===== src/hdl/dcpu_ram.sv =====
// Generic single-write, single-read synchronous RAM with registered read data.
module dcpu_ram #(
  parameter int WIDTH = 16,
  parameter int DEPTH = 256
) (
  input  logic                                        clk,
  input  logic                                        we,
  input  logic [((DEPTH > 1) ? $clog2(DEPTH) : 1)-1:0] waddr,
  input  logic [WIDTH-1:0]                            wdata,
  input  logic [((DEPTH > 1) ? $clog2(DEPTH) : 1)-1:0] raddr,
  output logic [WIDTH-1:0]                            rdata
);

  logic [WIDTH-1:0] mem [DEPTH];

  always_ff @(posedge clk) begin
    if (we) begin
      mem[waddr] <= wdata;
    end
    rdata <= mem[raddr];
  end

endmodule


===== config.mk =====
export PLATFORM = sky130hd
export DESIGN_NAME = dcpu_ram
export DESIGN_NICKNAME = d
export VERILOG_FILES = /design/src/hdl/dcpu_ram.sv
export SDC_FILE = /design/constraint.sdc
export NUM_CORES = 2
export LEC_CHECK = 0
export BUFFER_PORTS_ARGS = -buffer_cell sky130_fd_sc_hd__buf_4
export CAP_MARGIN = 20
export CELL_PAD_IN_SITES_DETAIL_PLACEMENT = 2
export CELL_PAD_IN_SITES_GLOBAL_PLACEMENT = 2
export CORE_MARGIN = 3
export CORE_UTILIZATION = 53
export CTS_BUF_LIST = sky130_fd_sc_hd__clkbuf_8
export CTS_CLUSTER_SIZE = 10
export DETAILED_ROUTE_END_ITERATION = 16
export PLACE_DENSITY_LB_ADDON = 0.1
export SLEW_MARGIN = 40
export SYNTH_ARGS = -nofsm -noshare
export SYNTH_HDL_FRONTEND = slang
export SYNTH_SLANG_ARGS = --single-unit

===== constraint.sdc =====
create_clock -name clk -period 2.8 [get_ports clk]
set_input_delay 0.28 -clock clk [delete_from_list [all_inputs] [get_ports clk]]
set_output_delay 0.28 -clock clk [all_outputs]
set_load 0.01 [all_outputs]

==> metrics.csv, run 1 <==
metric;value;unit
ys.flop_type;edfxtp_1;
ys_async_sr_fraction;0;%
avgSynthCellArea;21.6;um2
yosysTopAreaCell;edfxtp_1;
tool.error;[ERROR DPL-0033] detailed placement checks failed during check placement.;
die_h;553;um
haltStage;detailed placement;
numPortBuffers;49;
rows;200;
synth_fp_nets;7394;
synth_most_common_cell;edfxtp_1;
netlist.area_leader.share;77.5;%
synth_common_cells;edfxtp_1, mux4_2, mux2i_1;
synth_area;159000;um2
start_util;53.3;%
die_w;553;um
ys_seq_area_share;77.7;%
ios;50;
syn_inst;7360;
yosys_warnings;0;
yosys_register_bits;4112;
dp_hpwl;383000;um
synth_edf_count;4096;
ys_types;52;
status;did not finish;
place_congestion;0.869;
synth_area_leaders;edfxtp_1, mux4_2, mux2i_1;
==> cell families after synthesis <==
group           after synthesis  synth area share [%]
compound gates              786                  3.54
buf+inv                     456                  1.69
flops                      4112                  77.7
mux                        1450                  15.5
simple gates                556                  1.57
==> metrics by stage <==
step | instances | hold slack (ps)
2_1_floorplan | 7360 | 379
3_3_place_gp | 11919 | 684
==> inputs of run 2 (changes only) <==
- CELL_PAD_IN_SITES_DETAIL_PLACEMENT: 2 -> unset
- CELL_PAD_IN_SITES_GLOBAL_PLACEMENT: 2 -> unset
- CORE_UTILIZATION: 53 -> 40
- CTS_BUF_LIST: sky130_fd_sc_hd__clkbuf_8 -> unset
- CTS_CLUSTER_SIZE: 10 -> unset
- PLACE_DENSITY_LB_ADDON: 0.1 -> 0.15
==> run 2 against run 1 <==
  * The flow now finishes without violations
  * Synthesized cell count unchanged
  * Synthesized area unchanged
==> metrics.csv, run 2 <==
metric;value;unit
synth_most_common_cell;edfxtp_1;
htree_levels;5;
layout-drive-gt1-share;31.0;%
layout_min_cycle_time;2790;ps
die_h;636;um
ys.flop_type;edfxtp_1;
synth_area_leaders;edfxtp_1, mux4_2, mux2i_1;
first_global_vias;81079;
cp_data_arrival_time;3640;ps
numPortBuffers;49;
critPathLaunchType;input pin;
via_per_inst;5.76;
start_util;40.3;%
finalMaxSlewViolations;0;
clock-skew-final;51.5;ps
syn_inst;7360;
avgSynthCellArea;21.6;um2
grt_first_pass_wirelength;647000;um
yosys_register_bits;4112;
required;3650;ps
clkLatencyLatePin;970;ps
wl_per_cell;33.0;um
ios;50;
p_leak;0.0603;uW
cap_violations;0;
clockRootBuffer;clkbuf_16;
cts_sinks;4112;
grt.overflow.total;0;
dp_hpwl;295000;um
yosysTopAreaCell;edfxtp_1;
layout.cells.most_common;edfxtp_1;
largest_register_ffs;4096;
place_congestion;0.845;
tightest_slew;967;ps
finalHoldViolCount;0;
path_class;input pin to flop;
instances_no_fill;14016;
power.density;697;nW/um2
power;130000;uW
slew_headroom;35.5;%
vias;80793;
postLayoutCellArea;187000;um2
rows;230;
drtAntennaViolNets;0;
numCtsBuffers;426;
top_register;mem;
post-route-period-util;99.7;%
synth_fp_nets;7394;
netlist.area_leader.share;77.5;%
critPathCaptureType;flop;
drc;0;
core;394000;um2
firstDrtPassIters;6;
synth_area;159000;um2
numPlacedInstances;13202;
placed_cell_area;173000;um2
yosys_warnings;0;
grt_setup_unrepaired;yes;
reg.largest.list;mem (4096), rdata (16);
tritoncts;yes;
ys_async_sr_fraction;0;%
status;complete, no violations;
clkTransAtPathRegs;60;ps
dieArea;404000;um2
setup_viol;0;
drt-initial-drc-count;9435;
syn_to_final_growth;17.9;%
clock_path_buffers;4;
ys_seq_area_share;77.7;%
die_w;636;um
peakVddDrop;0.542;mV
max_freq;0.358;GHz
grt_max_degree;109;
layout.nets;8466;
synth_edf_count;4096;
post_cts_buffers;0;
ys_types;52;
hp-class;input pin to flop;
mostFrequentLayoutCells;edfxtp_1, buf_4, mux4_2, mux2i_1, clkbuf_16;
critPathMaxFanout;25;
grt.total_usage;22.6;%
synth_common_cells;edfxtp_1, mux4_2, mux2i_1;
antenna_found_initial;32;
wl;462000;um
-- run 2: cell counts after synthesis --
Identical to the previous run, type by type.
-- run 2: path summary, 6_finish.rpt --
| check | end | cells past startpoint | slack [ps] | start |
|---|---|---|---|---|
| hold reg to reg | rdata[13] | 7 | 1190 | mem[216][13] |
| hold / removal | mem[25][4] | 5 | 140 | waddr[1] |
| setup reg to reg | rdata[15] | 6 | 20 | mem[28][15] |
| setup / recovery | rdata[8] | 11 | 10 | raddr[0] |
-- run 2: critical path, cell delays in order --
cell	delay, ps
buf_16	190
buf_4	230
buf_12	150
buf_12	200
buf_4	470
mux2i_1	150
o22ai_1	330
mux2i_1	130
a22oi_1	560
nand4_1	480
nor4_1	380
-- run 2: layout make-up --
class | count | area [um2]
Sequential cell | 4112 | 123000
Multi-Input combinational cell | 2792 | 33300
Timing Repair Buffer | 1096 | 10500
Tap cell | 5220 | 6530
Clock inverter | 229 | 2170
Inverter | 4 | 27.5
Clock buffer | 549 | 11300
Antenna cell | 14 | 35.0
Fill cell | 32434 | 207000
-- run 2: layer usage --
layer | vias to the layer above | wire length, um | track usage (%)
li1 | 33522 | - | -
met1 | 43689 | 194000 | 31.9
met2 | 2990 | 224000 | 36.6
met3 | 590 | 30000 | 3.14
met4 | 2 | 14500 | 6.56
met5 | - | 13 | 0
-- run 2: timing repair --
action	4_1_cts	5_1_grt
cloned	0	0
hold buffers	20	0
gates resized for setup	2	2
endpoints found under the hold margin	1396	0
setup endpoints to repair	2	2
pin swaps	1	1
-- run 2: cell families (layout without fill, tap and decap cells) --
| kind of cell | after synthesis | after routing | synth area share (%) |
|---|---|---|---|
| and+or+nand+nor | 556 | 556 | 1.57 |
| other | 0 | 14 | 0 |
| AOI/OAI and AO/OA | 786 | 786 | 3.54 |
| DFF | 4112 | 4112 | 77.7 |
| muxes | 1450 | 1450 | 15.5 |
| buffers and inverters | 456 | 1878 | 1.69 |
-- run 2: stage by stage --
| step | util (%) | worst slack (ps) | hold WS, ps | setup TNS (ps) |
|---|---|---|---|---|
| after floorplan | - | 355 | 379 | 0 |
| after global placement | 44.0 | -1370 | 689 | -14630 |
| after detailed placement | 44.0 | -1190 | 695 | -11690 |
| after CTS | 47.5 | 14.2 | 60.1 | 0 |
| after global routing | 47.5 | -39.6 | 125 | -39.6 |
| final | 47.5 | 9.57 | 144 | 0 |
-- run 2: report_power, final --
group          switching [uW]  internal, uW
clock network           23400         31500
logic                    4590          2870
registers                 192         67900
Note: power is estimated with default switching activity, not from simulation.
